--- src/rtl/adsr_envelope_generator_defines.svh ---
// Assertion macros shared by the envelope generator RTL.
`ifndef ADSR_ENVELOPE_GENERATOR_DEFINES_SVH
`define ADSR_ENVELOPE_GENERATOR_DEFINES_SVH

// Same-cycle implication, checked on every rising edge out of reset.
`define ADSR_ASSERT_NOW(label, ante, cons) \
    label: assert property (@(posedge aclk) disable iff (!aresetn) (ante) |-> (cons)) \
        else $error("adsr envelope check failed");

// Next-cycle implication, checked on every rising edge out of reset.
`define ADSR_ASSERT_NEXT(label, ante, cons) \
    label: assert property (@(posedge aclk) disable iff (!aresetn) (ante) |=> (cons)) \
        else $error("adsr envelope check failed");

`endif

--- src/rtl/adsr_pkg.sv ---
// Package with the types, constants, microcode and helpers of the envelope generator.
package adsr_pkg;

    localparam longint TICK_PERIOD_US = 100;
    localparam longint ADC_FULL_SCALE = 4095;

    localparam int LVL_W = 26;
    typedef logic signed [LVL_W-1:0] level_t;
    localparam level_t LVL_MAX = {1'b0, {(LVL_W-1){1'b1}}};
    localparam level_t LVL_MIN = {1'b1, {(LVL_W-1){1'b0}}};

    // Slope numerator with the constant part of the divisor already divided out.
    localparam longint SLOPE_NUM = (65025 * TICK_PERIOD_US * 65536) / 3000000;
    localparam int SLOPE_W = $clog2(SLOPE_NUM + 1);
    localparam int CNT_W = $clog2(SLOPE_W);

    localparam logic [12:0] THR_RESET = 13'(ADC_FULL_SCALE / 3);

    localparam logic [1:0] PH_ATTACK  = 2'd0;
    localparam logic [1:0] PH_DECAY   = 2'd1;
    localparam logic [1:0] PH_SUSTAIN = 2'd2;
    localparam logic [1:0] PH_RELEASE = 2'd3;

    localparam logic [2:0] REG_ATTACK_PEAK    = 3'd0;
    localparam logic [2:0] REG_SUSTAIN_LEVEL  = 3'd1;
    localparam logic [2:0] REG_RELEASE_FLOOR  = 3'd2;
    localparam logic [2:0] REG_ATTACK_TIME    = 3'd3;
    localparam logic [2:0] REG_DECAY_TIME     = 3'd4;
    localparam logic [2:0] REG_RELEASE_TIME   = 3'd5;
    localparam logic [2:0] REG_GATE_THRESHOLD = 3'd6;

    localparam logic [1:0] OP_LOAD     = 2'd0;
    localparam logic [1:0] OP_DIV_INIT = 2'd1;
    localparam logic [1:0] OP_DIV_STEP = 2'd2;
    localparam logic [1:0] OP_APPLY    = 2'd3;

    localparam logic [1:0] COND_NONE     = 2'd0;
    localparam logic [1:0] COND_WAIT_IN  = 2'd1;
    localparam logic [1:0] COND_LOOP_DIV = 2'd2;
    localparam logic [1:0] COND_WAIT_OUT = 2'd3;

    localparam logic [1:0] STEP_WAIT     = 2'd0;
    localparam logic [1:0] STEP_DIV_INIT = 2'd1;
    localparam logic [1:0] STEP_DIV_LOOP = 2'd2;
    localparam logic [1:0] STEP_APPLY    = 2'd3;

    typedef struct packed {
        logic [1:0] op;
        logic [1:0] cond;
        logic [1:0] next;
    } ucode_t;

    typedef struct packed {
        logic in_valid;
        logic div_busy;
        logic out_full;
    } seq_stat_t;

    typedef struct packed {
        logic in_ready;
        logic load;
        logic div_init;
        logic div_step;
        logic apply;
    } seq_ctrl_t;

    function automatic ucode_t ucode_rom(input logic [1:0] addr);
        ucode_t w;
        unique case (addr)
            STEP_WAIT:     w = '{op: OP_LOAD,     cond: COND_WAIT_IN,  next: STEP_DIV_INIT};
            STEP_DIV_INIT: w = '{op: OP_DIV_INIT, cond: COND_NONE,     next: STEP_DIV_LOOP};
            STEP_DIV_LOOP: w = '{op: OP_DIV_STEP, cond: COND_LOOP_DIV, next: STEP_APPLY};
            STEP_APPLY:    w = '{op: OP_APPLY,    cond: COND_WAIT_OUT, next: STEP_WAIT};
            default:       w = '{op: OP_LOAD,     cond: COND_WAIT_IN,  next: STEP_DIV_INIT};
        endcase
        return w;
    endfunction

    function automatic level_t sat_level(input logic signed [LVL_W:0] v);
        level_t r;
        if (v[LVL_W] != v[LVL_W-1]) begin
            r = v[LVL_W] ? LVL_MIN : LVL_MAX;
        end else begin
            r = v[LVL_W-1:0];
        end
        return r;
    endfunction

    function automatic level_t to_q(input logic [7:0] v);
        return {{(LVL_W-24){1'b0}}, v, 16'h0000};
    endfunction

endpackage

--- src/rtl/adsr_div.sv ---
// Serial restoring divider that turns a phase time into a per-tick slope.
module adsr_div (
    input  logic                  aclk,
    input  logic                  aresetn,
    input  logic                  init,
    input  logic                  step,
    input  logic [7:0]            divisor,
    output logic                  busy,
    output adsr_pkg::level_t      slope
);

    logic [adsr_pkg::CNT_W-1:0]   cnt_reg, cnt_next;
    logic [adsr_pkg::SLOPE_W-1:0] quo_reg, quo_next;
    logic [7:0]                   rem_reg, rem_next;
    logic [7:0]                   den_reg, den_next;
    logic [8:0]                   trial;
    logic [8:0]                   diff;
    logic                         fits;

    assign trial = {rem_reg, quo_reg[adsr_pkg::SLOPE_W-1]};
    assign diff  = trial - {1'b0, den_reg};
    assign fits  = (trial >= {1'b0, den_reg});

    always_comb begin
        cnt_next = cnt_reg;
        quo_next = quo_reg;
        rem_next = rem_reg;
        den_next = den_reg;
        if (init) begin
            cnt_next = adsr_pkg::CNT_W'(adsr_pkg::SLOPE_W - 1);
            quo_next = adsr_pkg::SLOPE_W'(adsr_pkg::SLOPE_NUM);
            rem_next = 8'd0;
            den_next = divisor;
        end else if (step) begin
            quo_next = {quo_reg[adsr_pkg::SLOPE_W-2:0], fits};
            rem_next = fits ? diff[7:0] : trial[7:0];
            if (cnt_reg != '0) begin
                cnt_next = cnt_reg - 1'b1;
            end
        end
    end

    always_ff @(posedge aclk) begin
        if (!aresetn) begin
            cnt_reg <= '0;
        end else begin
            cnt_reg <= cnt_next;
        end
        quo_reg <= quo_next;
        rem_reg <= rem_next;
        den_reg <= den_next;
    end

    assign busy = (cnt_reg != '0);

    always_comb begin
        if (den_reg == 8'd0) begin
            slope = adsr_pkg::LVL_MAX;
        end else if (64'(quo_reg) > 64'(adsr_pkg::LVL_MAX)) begin
            slope = adsr_pkg::LVL_MAX;
        end else begin
            slope = adsr_pkg::level_t'(quo_reg);
        end
    end

endmodule

--- src/rtl/adsr_seq.sv ---
// Microcode sequencer: step counter, control ROM and conditional jumps.
module adsr_seq (
    input  logic                  aclk,
    input  logic                  aresetn,
    input  adsr_pkg::seq_stat_t   stat,
    output adsr_pkg::seq_ctrl_t   ctrl
);

    logic [1:0]       pc_reg, pc_next;
    adsr_pkg::ucode_t word;
    logic             hold;

    assign word = adsr_pkg::ucode_rom(pc_reg);

    always_comb begin
        unique case (word.cond)
            adsr_pkg::COND_NONE:     hold = 1'b0;
            adsr_pkg::COND_WAIT_IN:  hold = !stat.in_valid;
            adsr_pkg::COND_LOOP_DIV: hold = stat.div_busy;
            adsr_pkg::COND_WAIT_OUT: hold = stat.out_full;
            default:                 hold = 1'b0;
        endcase
    end

    assign pc_next = hold ? pc_reg : word.next;

    always_ff @(posedge aclk) begin
        if (!aresetn) begin
            pc_reg <= adsr_pkg::STEP_WAIT;
        end else begin
            pc_reg <= pc_next;
        end
    end

    always_comb begin
        ctrl.in_ready = (word.op == adsr_pkg::OP_LOAD);
        ctrl.load     = (word.op == adsr_pkg::OP_LOAD) && !hold;
        ctrl.div_init = (word.op == adsr_pkg::OP_DIV_INIT);
        ctrl.div_step = (word.op == adsr_pkg::OP_DIV_STEP);
        ctrl.apply    = (word.op == adsr_pkg::OP_APPLY) && !hold;
    end

endmodule

--- src/rtl/adsr_envelope_generator.sv ---
// Each input transfer runs through the divider init, serial slope divider loop and apply steps,
// and the result is registered in the apply step; no new input is taken until the wait step.
// The input is ready only in the sequencer's wait step; a held result stalls the apply step.
// Reset is synchronous and active low: phase goes to release, level to zero,
// and the configuration registers to their defaults.
`include "adsr_envelope_generator_defines.svh"

module adsr_envelope_generator (
    input  logic        aclk,
    input  logic        aresetn,
    input  logic        s_axis_tvalid,
    output logic        s_axis_tready,
    input  logic [23:0] s_axis_tdata,   // gate_knob [11:0], gate_jack [23:12]
    output logic        m_axis_tvalid,
    input  logic        m_axis_tready,
    output logic [15:0] m_axis_tdata,   // level [7:0], phase [9:8], zeros [15:10]
    input  logic        cfg_valid,
    output logic        cfg_ready,
    input  logic [2:0]  cfg_index,
    input  logic [12:0] cfg_data
);

    logic [7:0]  attack_peak_reg;
    logic [7:0]  sustain_level_reg;
    logic [7:0]  release_floor_reg;
    logic [7:0]  attack_time_reg;
    logic [7:0]  decay_time_reg;
    logic [7:0]  release_time_reg;
    logic [12:0] gate_threshold_reg;

    logic [1:0]        phase_reg, phase_next;
    adsr_pkg::level_t  level_reg, level_next;
    logic              out_valid_reg, out_valid_next;
    logic [7:0]        out_level_reg;
    logic [1:0]        out_phase_reg;

    adsr_pkg::seq_stat_t stat;
    adsr_pkg::seq_ctrl_t ctrl;

    logic [12:0]       gate_sum;
    logic              gate_on;
    logic [1:0]        phase_loaded;
    logic [7:0]        time_sel;
    logic              div_busy;
    adsr_pkg::level_t  slope;
    logic signed [adsr_pkg::LVL_W:0] level_up;
    logic signed [adsr_pkg::LVL_W:0] level_down;
    adsr_pkg::level_t  sum_sat;
    adsr_pkg::level_t  diff_sat;
    adsr_pkg::level_t  floor_q;
    adsr_pkg::level_t  level_new;
    logic [1:0]        phase_new;
    logic [7:0]        level_field;

    assign cfg_ready = 1'b1;

    always_ff @(posedge aclk) begin
        if (!aresetn) begin
            attack_peak_reg    <= 8'd255;
            sustain_level_reg  <= 8'd128;
            release_floor_reg  <= 8'd0;
            attack_time_reg    <= 8'd64;
            decay_time_reg     <= 8'd64;
            release_time_reg   <= 8'd64;
            gate_threshold_reg <= adsr_pkg::THR_RESET;
        end else if (cfg_valid) begin
            case (cfg_index)
                adsr_pkg::REG_ATTACK_PEAK:    attack_peak_reg    <= cfg_data[7:0];
                adsr_pkg::REG_SUSTAIN_LEVEL:  sustain_level_reg  <= cfg_data[7:0];
                adsr_pkg::REG_RELEASE_FLOOR:  release_floor_reg  <= cfg_data[7:0];
                adsr_pkg::REG_ATTACK_TIME:    attack_time_reg    <= cfg_data[7:0];
                adsr_pkg::REG_DECAY_TIME:     decay_time_reg     <= cfg_data[7:0];
                adsr_pkg::REG_RELEASE_TIME:   release_time_reg   <= cfg_data[7:0];
                adsr_pkg::REG_GATE_THRESHOLD: gate_threshold_reg <= cfg_data;
                default: ;
            endcase
        end
    end

    assign stat.in_valid = s_axis_tvalid;
    assign stat.div_busy = div_busy;
    assign stat.out_full = out_valid_reg && !m_axis_tready;

    adsr_seq u_seq (
        .aclk    (aclk),
        .aresetn (aresetn),
        .stat    (stat),
        .ctrl    (ctrl)
    );

    assign s_axis_tready = ctrl.in_ready;

    assign gate_sum = {1'b0, s_axis_tdata[11:0]} + {1'b0, s_axis_tdata[23:12]};
    assign gate_on  = (gate_sum > gate_threshold_reg);

    always_comb begin
        if (!gate_on) begin
            phase_loaded = adsr_pkg::PH_RELEASE;
        end else if (phase_reg == adsr_pkg::PH_RELEASE) begin
            phase_loaded = adsr_pkg::PH_ATTACK;
        end else begin
            phase_loaded = phase_reg;
        end
    end

    always_comb begin
        case (phase_reg)
            adsr_pkg::PH_ATTACK: time_sel = attack_time_reg;
            adsr_pkg::PH_DECAY:  time_sel = decay_time_reg;
            default:             time_sel = release_time_reg;
        endcase
    end

    adsr_div u_div (
        .aclk    (aclk),
        .aresetn (aresetn),
        .init    (ctrl.div_init),
        .step    (ctrl.div_step),
        .divisor (time_sel),
        .busy    (div_busy),
        .slope   (slope)
    );

    assign level_up   = {level_reg[adsr_pkg::LVL_W-1], level_reg} + {1'b0, slope};
    assign level_down = {level_reg[adsr_pkg::LVL_W-1], level_reg} - {1'b0, slope};
    assign sum_sat    = adsr_pkg::sat_level(level_up);
    assign diff_sat   = adsr_pkg::sat_level(level_down);
    assign floor_q    = adsr_pkg::to_q(release_floor_reg);

    always_comb begin
        level_new = level_reg;
        phase_new = phase_reg;
        unique case (phase_reg)
            adsr_pkg::PH_ATTACK: begin
                level_new = sum_sat;
                if (sum_sat > adsr_pkg::to_q(attack_peak_reg)) begin
                    phase_new = adsr_pkg::PH_DECAY;
                end
            end
            adsr_pkg::PH_DECAY: begin
                level_new = diff_sat;
                if (diff_sat < adsr_pkg::to_q(sustain_level_reg)) begin
                    phase_new = adsr_pkg::PH_SUSTAIN;
                end
            end
            adsr_pkg::PH_SUSTAIN: begin
                level_new = adsr_pkg::to_q(sustain_level_reg);
            end
            default: begin
                level_new = (diff_sat < floor_q) ? floor_q : diff_sat;
            end
        endcase
    end

    always_comb begin
        if (level_new[adsr_pkg::LVL_W-1]) begin
            level_field = 8'd0;
        end else if (level_new[24]) begin
            level_field = 8'd255;
        end else begin
            level_field = level_new[23:16];
        end
    end

    always_comb begin
        phase_next = phase_reg;
        level_next = level_reg;
        if (ctrl.load) begin
            phase_next = phase_loaded;
        end else if (ctrl.apply) begin
            phase_next = phase_new;
            level_next = level_new;
        end
    end

    assign out_valid_next = ctrl.apply || (out_valid_reg && !m_axis_tready);

    always_ff @(posedge aclk) begin
        if (!aresetn) begin
            phase_reg     <= adsr_pkg::PH_RELEASE;
            level_reg     <= '0;
            out_valid_reg <= 1'b0;
        end else begin
            phase_reg     <= phase_next;
            level_reg     <= level_next;
            out_valid_reg <= out_valid_next;
        end
        if (ctrl.apply) begin
            out_level_reg <= level_field;
            out_phase_reg <= phase_new;
        end
    end

    assign m_axis_tvalid = out_valid_reg;
    assign m_axis_tdata  = {6'd0, out_phase_reg, out_level_reg};

    `ADSR_ASSERT_NOW(a_no_overwrite, ctrl.apply, !(out_valid_reg && !m_axis_tready))
    `ADSR_ASSERT_NEXT(a_busy_after_accept, s_axis_tvalid && s_axis_tready, !s_axis_tready)
    `ADSR_ASSERT_NOW(a_release_clamp, ctrl.apply && phase_new == adsr_pkg::PH_RELEASE,
                     level_new >= floor_q)

endmodule
--- config.mk ---
export PLATFORM = sky130hd
export DESIGN_NAME = adsr_envelope_generator
export DESIGN_NICKNAME = d
export VERILOG_FILES = /design/src/rtl/adsr_pkg.sv /design/src/rtl/adsr_div.sv /design/src/rtl/adsr_seq.sv /design/src/rtl/adsr_envelope_generator.sv
export VERILOG_INCLUDE_DIRS = /design/src /design/src/rtl
export SDC_FILE = /design/constraint.sdc
export NUM_CORES = 1
export LEC_CHECK = 0
export BUFFER_PORTS_ARGS = -buffer_cell sky130_fd_sc_hd__buf_4
export CORE_UTILIZATION = 40
export DETAILED_ROUTE_END_ITERATION = 10
export SYNTH_ARGS = -nofsm -noshare
export SYNTH_HDL_FRONTEND = slang
export SYNTH_SLANG_ARGS = --single-unit
export TNS_END_PERCENT = 20
--- constraint.sdc ---
create_clock -name aclk -period 14.33 [get_ports aclk]
set_input_delay 0.7165 -clock aclk [delete_from_list [all_inputs] [get_ports aclk]]
set_output_delay 0.7165 -clock aclk [all_outputs]
set_load 0.005 [all_outputs]
==> metrics.md, run 1 <==
| Metric | Value |
|---|---|
| Vias | `9978` |
| Total CTS buffers | `17` |
| Clk sink count | `141` |
| Design area | `0.0124 mm^2` |
| Yosys top cell area share | `22.0%` |
| P&R area growth vs syn | `10.4%` |
| CP Class | `flip-flop to flip-flop` |
| Grt total ovfl | `0` |
| I/O pin total | `64` |
| Avg WL per Cell | `17.3 um` |
| CTS resizes | `0` |
| Distinct cells, synth | `91` |
| Predominant post-synthesis flop cell | `dfxtp_1` |
| Post-synth ARST share | `0%` |
| Max reg flops | `26` |
| Critical Path RT | `14.48 ns` |
| Final antenna diode count | `0` |
| FILL cells | `2724` |
| RSZ-0062 raised after global routing | `false` |
| Post-CTS Setup Bufs | `0` |
| H-tree depth | `4` |
| Largest net degree at the start of global routing | `95` |
| Port Buffers | `56` |
| CP arrival | `9.60 ns` |
| CP most frequent cell | `nor2_1` |
| Post-place setup slack | `4.97 ns` |
| Drt pass-1 iters | `6` |
| Startpoint Class | `flip-flop` |
| Netlist Area Pre-Place | `0.0112 mm^2` |
| Count of state elements after synthesis | `141` |
| Yosys warning count | `0` |
| GP Congestion | `0.956` |
| Status | `complete, no violations` |
| Die ar. | `0.0287 mm^2` |
| Final TNS setup | `0 ns` |
| 1st-iter DRT viols | `845` |
| Syn avg cell area | `7.91 um^2` |
| Largest buffer count on any clock path | `2` |
| Count leader, synth | `nand2_1` |
| Period utilization | `65.9%` |
| Core area | `0.0273 mm^2` |
| Worst Path Max Fanout | `26` |
| Initial antenna violation count | `0` |
| Final worst path period need | `9.45 ns` |
| Routed wire length | `31400 um` |
| Area after DPL | `0.0118 mm^2` |
| Synth area leader | `dfxtp_1` |
| CTS clk-pin slew, worst paths | `0.07 ns` |
| Syn Inst Count | `1416` |
| Max-cap violations | `0` |
| Rows | `60` |
| Util after Layout | `45.4%` |
| Clock latency on the worst-skew pair | `0.43 ns` |
| Peak VDD IR | `0.000135 V` |
| CTS tree | `done` |
| Setup Skew | `0.0166 ns` |
| All-layer global routing usage | `22.2%` |
| Initial Util | `41.1%` |
| Hold_buf cts | `0` |
| Layout cells sized above 1 | `8.64%` |
| Worst rel slew slack | `22.6%` |
| Register area share after synthesis | `26.8%` |
| Die height | `169 um` |
| Synth cell count leaders | `nand2_1, dfxtp_1, ha_1` |
| Endpoints failing hold | `0` |
| First-pass GRT wire length | `50200 um` |
| Cell Count, Final, Fillers Out | `1818` |
| Die Width | `169 um` |
| Remaining antenna violation count | `0` |
| Root buffer cell | `clkbuf_16` |
| Mean number of vias per cell | `5.49` |
| Fmax | `0.106 GHz` |
| Worst-Margin Slew | `1.16 ns` |
| Vias in the first global route | `9338` |
| Internal reg-to-reg setup slack | `4.88 ns` |
| CP max-delay cell | `ha_1` |
| EDFF count, synth | `18` |
| Final count of negative-setup-slack endpoints | `0` |
| P per Cell Area | `185 mW/mm^2` |
| Largest stage delay on the critical path | `0.87 ns` |
| Leakage power | `5.14 nW` |
| Largest cells by area after synthesis | `dfxtp_1, ha_1, nand2_1, edfxtp_1, a21oi_1` |
| Crit. End Element | `flip-flop` |
| Final number of max-transition violations | `0` |
| Fin nets | `1602` |
| Final worst-path setup slack | `4.88 ns` |
| Placed cell count | `1787` |
| Dpl hpwl | `23400 um` |
| # DRC | `0` |
| HP Class | `flip-flop to flip-flop` |
==> power breakdown <==
group          leakage, nW  switching [W]  internal (W)
registers             1.17      0.0000483      0.000477
logic                 3.72       0.000838      0.000505
clock network        0.260       0.000173      0.000248
==> critical path, delay by kind of cell, from the launching register on <==
kind	cells	cell delay [ns]
DFF	1	0.38
and+or+nand+nor	18	4.94
adders and majority gates	4	2.04
AOI/OAI and AO/OA	7	1.59
xor gates and xnor gates	1	0.08
buffers and inverters	1	0.11
==> area by class of cell <==
type                       instances  area (um^2)  share of cell area, %
inverter                         110          413                   3.34
multi-input combinational       1102         7480                   60.5
timing repair buffer              62          465                   3.76
clock inverter                     6         65.1                  0.526
sequential                       141         3000                   24.3
tap                              372          465                   3.76
clock buffer                      25          477                   3.85
==> through the flow <==
step	hold slack, ns	total power, W
final	0.463	0.00229
after detailed placement	0.458	0.00184
after CTS	0.467	0.00228
after floorplan	0.440	0.00151
after global placement	0.452	0.00185
after global routing	0.486	0.00246
==> placed cells by master, fill, tap and decap left out, types with 19 or more instances in the layout <==
master / netlist / final
o21ai_0: 92 / 92
nand3_1: 24 / 24
nor2b_1: 19 / 19
a21boi_0: 51 / 51
ha_1: 119 / 118
mux2i_1: 35 / 35
inv_1: 105 / 105
nand2b_1: 38 / 38
a21oi_1: 96 / 96
nand2_1: 188 / 188
buf_4: 8 / 62
nor2_1: 111 / 110
dfxtp_1: 123 / 123
o211ai_1: 24 / 24
xnor2_1: 42 / 42
==> metal layers <==
layer	share of wire (%)	global-route usage [%]	vias to the layer above
li1	-	-	5016
met1	46	29.9	4651
met2	46	36.9	261
met3	5.0	2.87	50
met4	2.3	6.74	0
met5	0	0	-
==> final timing paths <==
check,cells after the start,to,from
max,31,out_level_reg[4],u_div.den_reg[4]
min,2,attack_time_reg[5],attack_time_reg[5]
max reg2reg,31,out_level_reg[4],u_div.den_reg[4]
min reg2reg,2,attack_time_reg[5],attack_time_reg[5]
==> kinds of logic after synthesis <==
family                   after synthesis  synth area share (%)
AO/OA/AOI/OAI                        414                  25.2
XOR/XNOR                              53                  4.28
adder cells (fa/ha/maj)              135                  15.1
buffers and inverters                178                  6.69
flip-flops                           141                  26.8
multiplexers                          36                  3.23
other                                  2                0.0670
AND/OR/NAND/NOR                      457                  18.7
Power figures use the tool's default switching activity.
==> run 2, diff against run 1 <==
- ABC_AREA: not set -> 1
- clock period: 14.33 -> 7.7 ns (I/O delays scaled with it)
==> run 2 against run 1 <==
Via count increased by 11%; synthesized area up 2.2%; die area increased by 2.2%; cell count up 18%; design area up 2.5%; clock skew rose by 0.0047 ns; utilization down 0.11 points; count of clock-buffer cells in the layout down 5; hold slack worse by 0.30 ns; sequential cell count stayed put; sequential power rose by 96%; non-clock buffer count grew 2.
==> metrics.md, run 2 <==
| Metric | Value |
|---|---|
| FF-to-FF path depth | `35` |
| Post-place setup slack | `0.731 ns` |
| Final antenna diode count | `0` |
| Period utilization | `89.5%` |
| FF-to-FF Start | `u_div.den_reg[1]` |
| Yosys top cell area share | `21.5%` |
| CP startpoint | `u_div.den_reg[1]` |
| Largest cells by area after synthesis | `dfxtp_1, ha_1, nand2_1, inv_1, nor2_1` |
| Die Width | `171 um` |
| Syn Inst Count | `1734` |
| CTS tree | `done` |
| Max-cap violations | `0` |
| Die ar. | `0.0293 mm^2` |
| Vias in the first global route | `10148` |
| Netlist Area Pre-Place | `0.0115 mm^2` |
| HP Class | `input pin to flip-flop` |
| Critical Path RT | `7.91 ns` |
| Remaining antenna violation count | `0` |
| Port Buffers | `56` |
| I/O pin total | `64` |
| First-pass GRT wire length | `54700 um` |
| RSZ-0062 raised after global routing | `false` |
| Mean number of vias per cell | `5.14` |
| Clock latency on the worst-skew pair | `0.44 ns` |
| Largest buffer count on any clock path | `2` |
| Drt pass-1 iters | `6` |
| Count of state elements after synthesis | `141` |
| Final worst path period need | `6.89 ns` |
| Peak VDD IR | `0.000332 V` |
| Worst hold start | `cfg_data[10]` |
| Largest stage delay on the critical path | `0.60 ns` |
| GP Congestion | `0.984` |
| Rows | `61` |
| Fmax | `0.145 GHz` |
| Post-synth ARST share | `0%` |
| Worst Path Max Fanout | `17` |
| P per Cell Area | `392 mW/mm^2` |
| CTS clk-pin slew, worst paths | `0.07 ns` |
| # DRC | `0` |
| Register area share after synthesis | `26.2%` |
| CP max-delay cell | `ha_1` |
| 1st-iter DRT viols | `1059` |
| Startpoint Class | `flip-flop` |
| Worst rel slew slack | `18.8%` |
| All-layer global routing usage | `24.3%` |
| Final TNS setup | `0 ns` |
| Crit. End Element | `flip-flop` |
| Syn avg cell area | `6.61 um^2` |
| Most common cell after layout, fill and taps aside | `nand2_1` |
| Core area | `0.0280 mm^2` |
| Layout cells sized above 1 | `8.99%` |
| Distinct cells, synth | `55` |
| Predominant post-synthesis flop cell | `dfxtp_1` |
| Clk sink count | `141` |
| Worst-Margin Slew | `1.21 ns` |
| Dpl hpwl | `27100 um` |
| Routed wire length | `34600 um` |
| Final count of negative-setup-slack endpoints | `0` |
| Hold_buf cts | `0` |
| Die height | `171 um` |
| Initial antenna violation count | `0` |
| Total CTS buffers | `17` |
| H-tree depth | `4` |
| Status | `complete, no violations` |
| Yosys warning count | `0` |
| Initial Util | `40.9%` |
| Largest net degree at the start of global routing | `91` |
| P&R area growth vs syn | `10.7%` |
| Max reg flops | `26` |
| Synth area leader | `dfxtp_1` |
| Setup Skew | `0.0213 ns` |
| Commonest cells after routing, fill and taps aside | `nand2_1, inv_1, nor2_1` |
| Synth cell count leaders | `nand2_1, inv_1, nor2_1` |
| Hold Slack | `0.164 ns` |
| Count leader, synth | `nand2_1` |
| Avg WL per Cell | `16.1 um` |
| Grt total ovfl | `0` |
| Fin nets | `1924` |
| Final worst-path setup slack | `0.810 ns` |
| CP Class | `flip-flop to flip-flop` |
| EDFF count, synth | `18` |
| Vias | `11043` |
| Leakage power | `6.43 nW` |
| Final number of max-transition violations | `0` |
| Endpoints failing hold | `0` |
| Root buffer cell | `clkbuf_16` |
| Post-CTS Setup Bufs | `0` |
| CP arrival | `7.10 ns` |
| Worst hold stages | `3` |
==> run 2: cell types whose count changed in the layout (fill, tap and decap cells not counted), sizes merged, moves of 43 or more <==
cell and change:
inv +164, a21boi -48, a21oi +43, o21ai +55, nor2 +90, nand3 +60
nand2 +196
==> run 2: per-layer routing <==
metal / GRT usage [%] / wire [um]
met5: 0 / 0
met4: 7.96 / 721
met3: 3.13 / 1470
met2: 38.2 / 15400
met1: 34.1 / 16900
==> run 2: report_power, final <==
| group | internal [W] | leakage (nW) | switching, W |
|---|---|---|---|
| combinational | 0.000988 | 4.95 | 0.00208 |
| sequential | 0.000922 | 1.17 | 0.000108 |
| clock | 0.000521 | 0.309 | 0.000349 |
| total | 0.00243 | 6.43 | 0.00254 |
==> run 2: cells by family (layout without fill, tap and decap cells) <==
family / after synthesis / after routing / share of synthesized area, %
and+or+nand+nor: 705 / 705 / 25.6
other: 2 / 7 / 0.0656
xor gates and xnor gates: 38 / 38 / 2.91
adders and majority gates: 123 / 123 / 13.7
DFF: 141 / 141 / 26.2
AOI/OAI and AO/OA: 391 / 391 / 19.4
buffers and inverters: 334 / 364 / 12.1
==> run 2: path summary, 6_finish.rpt <==
check / endpoint / slack [ns]
worst max-delay path: out_level_reg[4] / 0.81
worst min-delay path: gate_threshold_reg[10] / 0.16
worst max register to register: out_level_reg[4] / 0.81
worst min register to register: attack_time_reg[7] / 0.46
==> run 2: worst max-delay path: cells and delay by family (launching register included) <==
family / cells / cell delay (ns)
AO/OA/AOI/OAI: 6 / 0.75
XOR/XNOR: 1 / 0.19
adder cells (fa/ha/maj): 4 / 1.74
buffers and inverters: 8 / 1.20
flip-flops: 1 / 0.43
AND/OR/NAND/NOR: 16 / 2.32
==> run 2: what timing repair did <==
item                       4_1_cts  5_1_grt
resized for setup                0        1
hold endpoints to repair         0        0
setup endpoints to repair        0        9
==> run 2: per-stage QoR <==
| stage | utilization [%] | total power, W | std cells | area [um^2] |
|---|---|---|---|---|
| after global routing | 45.3 | 0.00543 | 2147 | 12700 |
| final | 45.3 | 0.00497 | 2147 | 12700 |
| after detailed placement | 43.0 | 0.00406 | 2115 | 12100 |
| after floorplan | - | 0.00328 | 1739 | 11500 |
| after global placement | 43.0 | 0.00403 | 2115 | 12100 |
| after CTS | 45.3 | 0.00495 | 2147 | 12700 |
==> run 2: final cells by class <==
cell class | instances | area [um^2]
fillers | 2989 | 15300
multi-input cells | 1264 | 7100
flip-flops and latches | 141 | 3000
inverters | 268 | 1010
repair buffers | 64 | 480
clock buffers | 20 | 478
well taps | 378 | 473
clock inverters | 12 | 144
==> run 3, diff against run 2 <==
- REMOVE_ABC_BUFFERS: not set -> 1
- SYNTH_HIERARCHICAL: not set -> 1
==> run 3 against run 2 <==
Largest power group unchanged; critical endpoint is now out_level_reg[2]; clock skew decreased by 0.0023 ns; design area increased by 0.79%; count of clock-buffer cells in the layout decreased by 1; die area increased by 1.3%; non-clock buffer count increased by 2; largest cell class unchanged; cell count decreased by 0.65%; clock power increased by 0.5%; register-to-register slack got worse by 0.26 ns.
==> metrics.md, run 3 <==
| Metric | Value |
|---|---|
| GP Congestion | `0.957` |
| P per Cell Area | `417 mW/mm^2` |
| Hold Slack | `0.188 ns` |
| Die Width | `172 um` |
| Count of state elements after synthesis | `141` |
| Sequential Power Share | `19.8%` |
| Largest buffer count on any clock path | `2` |
| Distinct cells, synth | `57` |
| NetSw | `0.00272 W` |
| CP arrival | `7.42 ns` |
| H-tree depth | `4` |
| FF-to-FF path depth | `34` |
| Initial antenna violation count | `0` |
| Max-cap violations | `0` |
| Core area | `0.0282 mm^2` |
| CTS tree | `done` |
| Total CTS buffers | `17` |
| Yosys warning count | `6` |
| Endpoints failing hold | `0` |
| Rows | `61` |
| Layout cells sized above 1 | `11.2%` |
| EDFF count, synth | `18` |
| Mean number of vias per cell | `5.17` |
| Startpoint Class | `flip-flop` |
| Initial Util | `41.2%` |
| Port Buffers | `56` |
| Syn Inst Count | `1727` |
| Combinational share of power | `63.8%` |
| RSZ-0062 raised after global routing | `false` |
| Clk sink count | `141` |
| CP Class | `flip-flop to flip-flop` |
| Clock latency on the worst-skew pair | `0.43 ns` |
| Routed wire length | `33800 um` |
| Final number of max-transition violations | `0` |
| Commonest cells after routing, fill and taps aside | `nand2_1, inv_1, nor2_1` |
| Internal power contribution | `0.00261 W` |
| Largest stage delay on the critical path | `0.58 ns` |
| Grt total ovfl | `0` |
| First-pass GRT wire length | `54400 um` |
| Predominant post-synthesis flop cell | `dfxtp_1` |
| HP Class | `input pin to flip-flop` |
| Period utilization | `92.8%` |
| Root buffer cell | `clkbuf_16` |
| # DRC | `0` |
| Die ar. | `0.0297 mm^2` |
| Final TNS setup | `0 ns` |
| Yosys top cell area share | `21.2%` |
| Internal reg-to-reg setup slack | `0.55 ns` |
| CTS clk-pin slew, worst paths | `0.07 ns` |
| Most common cell after layout, fill and taps aside | `nand2_1` |
| Clock share of power | `16.4%` |
| Largest cells by area after synthesis | `dfxtp_1, ha_1, nand2_1, inv_1, nor2_1` |
| Max reg flops | `26` |
| Post-synth ARST share | `0%` |
| Fin nets | `1908` |
| I/O pin total | `64` |
| Fmax | `0.140 GHz` |
| Crit. End Element | `flip-flop` |
| Die height | `172 um` |
| FF-to-FF Start | `u_div/den_reg[1]` |
| Syn avg cell area | `6.72 um^2` |
| Register area share after synthesis | `25.9%` |
| Avg WL per Cell | `15.9 um` |
| 1st-iter DRT viols | `752` |
| Worst-Margin Slew | `1.01 ns` |
| Final antenna diode count | `0` |
| Synth area leader | `dfxtp_1` |
| Largest net degree at the start of global routing | `73` |
| Worst hold stages | `3` |
| Final count of negative-setup-slack endpoints | `0` |
| Dpl hpwl | `25900 um` |
| Count leader, synth | `nand2_1` |
| Worst rel slew slack | `31.9%` |
| Post-CTS Setup Bufs | `0` |
| Netlist Area Pre-Place | `0.0116 mm^2` |
| Final worst path period need | `7.15 ns` |
| Drt pass-1 iters | `5` |
| All-layer global routing usage | `23.6%` |
| Peak VDD IR | `0.000424 V` |
| Worst hold start | `cfg_data[8]` |
| Vias in the first global route | `10549` |
| CP max-delay cell | `ha_2` |
| Setup Skew | `0.0190 ns` |
| Hold Path Sink | `gate_threshold_reg[8]` |
| Synth cell count leaders | `nand2_1, inv_1, nor2_1` |
| Vias | `11019` |
| Sw frac | `51.0%` |
| Leakage power | `6.29 nW` |
| Critical Path RT | `7.98 ns` |
| Remaining antenna violation count | `0` |
| Status | `complete, no violations` |
| FF-to-FF End | `out_level_reg[2]` |
| Worst Path Max Fanout | `31` |
| FILL cells | `2934` |
| P&R area growth vs syn | `10.1%` |
## run 3: changes by cell type after synthesis, sizes merged, moves of 8 or more
cell    change
or2        +19
nand3      +18
xor2       +12
o21ai      -13
inv        -28
o211ai      -8
nand3b      +9
nand2      -16
## run 3: metrics by stage
step | std cells | total power [W] | utilization [%] | worst slack, ns | area (um^2)
after global placement | 2101 | 0.00440 | 43.2 | 0.728 | 12200
after floorplan | 1657 | 0.00345 | - | 1.03 | 11200
after global routing | 2133 | 0.00584 | 45.4 | 0.0533 | 12800
final | 2133 | 0.00533 | 45.4 | 0.555 | 12800
after detailed placement | 2101 | 0.00442 | 43.2 | 0.506 | 12200
after CTS | 2133 | 0.00532 | 45.4 | 0.465 | 12800
## run 3: critical path, delay by kind of cell (launching register included)
family | cells | cell delay, ns
flip-flops | 1 | 0.43
buffers and inverters | 7 | 1.16
AND/OR/NAND/NOR | 13 | 1.92
adder cells (fa/ha/maj) | 4 | 1.49
AO/OA/AOI/OAI | 9 | 1.75
XOR/XNOR | 1 | 0.21
## run 3: what timing repair did
action                                  CTS  global route
resized for setup                         0             1
endpoints found under the setup margin    0            16
hold buffers                              0             0
## run 3: power by group through the flow
stage / Sequential, W / Combinational [W] / Clock, W
after global placement: 0.00107 / 0.00333 / 0
after detailed placement: 0.00107 / 0.00335 / 0
after CTS: 0.00106 / 0.00337 / 0.000892
after global routing: 0.00107 / 0.00385 / 0.000919
final: 0.00106 / 0.00340 / 0.000874
after floorplan: 0.00102 / 0.00243 / 0
## run 3: cells by family after synthesis
| family | count (synthesis) | synth area share [%] |
|---|---|---|
| other | 3 | 0.0970 |
| adder cells (fa/ha/maj) | 121 | 13.3 |
| AND/OR/NAND/NOR | 739 | 28.2 |
| AO/OA/AOI/OAI | 364 | 17.7 |
| buffers and inverters | 314 | 11.5 |
| flip-flops | 141 | 25.9 |
| XOR/XNOR | 45 | 3.40 |
## run 3: worst max-delay path by stage
stage / slack (ns) / to / from / cells past startpoint
2_1_floorplan: 1.03 / out_level_reg[0] / u_div/den_reg[1] / 33
3_3_place_gp: 0.73 / out_level_reg[2] / u_div/den_reg[1] / 34
3_5_place_dp: 0.51 / out_level_reg[2] / u_div/den_reg[1] / 34
4_1_cts: 0.46 / out_level_reg[2] / u_div/den_reg[1] / 34
5_1_grt: 0.05 / out_level_reg[2] / u_div/den_reg[1] / 34
6_report: 0.55 / out_level_reg[2] / u_div/den_reg[1] / 34
## run 3: routing by layer
layer	GRT usage [%]	vias up	share of wire, %
li1	-	5638	-
met1	30.9	5029	47
met2	39.7	298	46
met3	2.93	54	4.6
met4	8.23	0	2.7
met5	0	-	0
## run 3: area by class of cell
cell class / instances / area [um^2] / area share [%]
Multi-Input combinational cell: 1277 / 7300 / 57.1
Sequential cell: 141 / 3000 / 23.5
Inverter: 239 / 900 / 7.04
Timing Repair Buffer: 66 / 495 / 3.88
Tap cell: 378 / 473 / 3.70
Clock buffer: 19 / 454 / 3.55
Clock inverter: 13 / 161 / 1.26
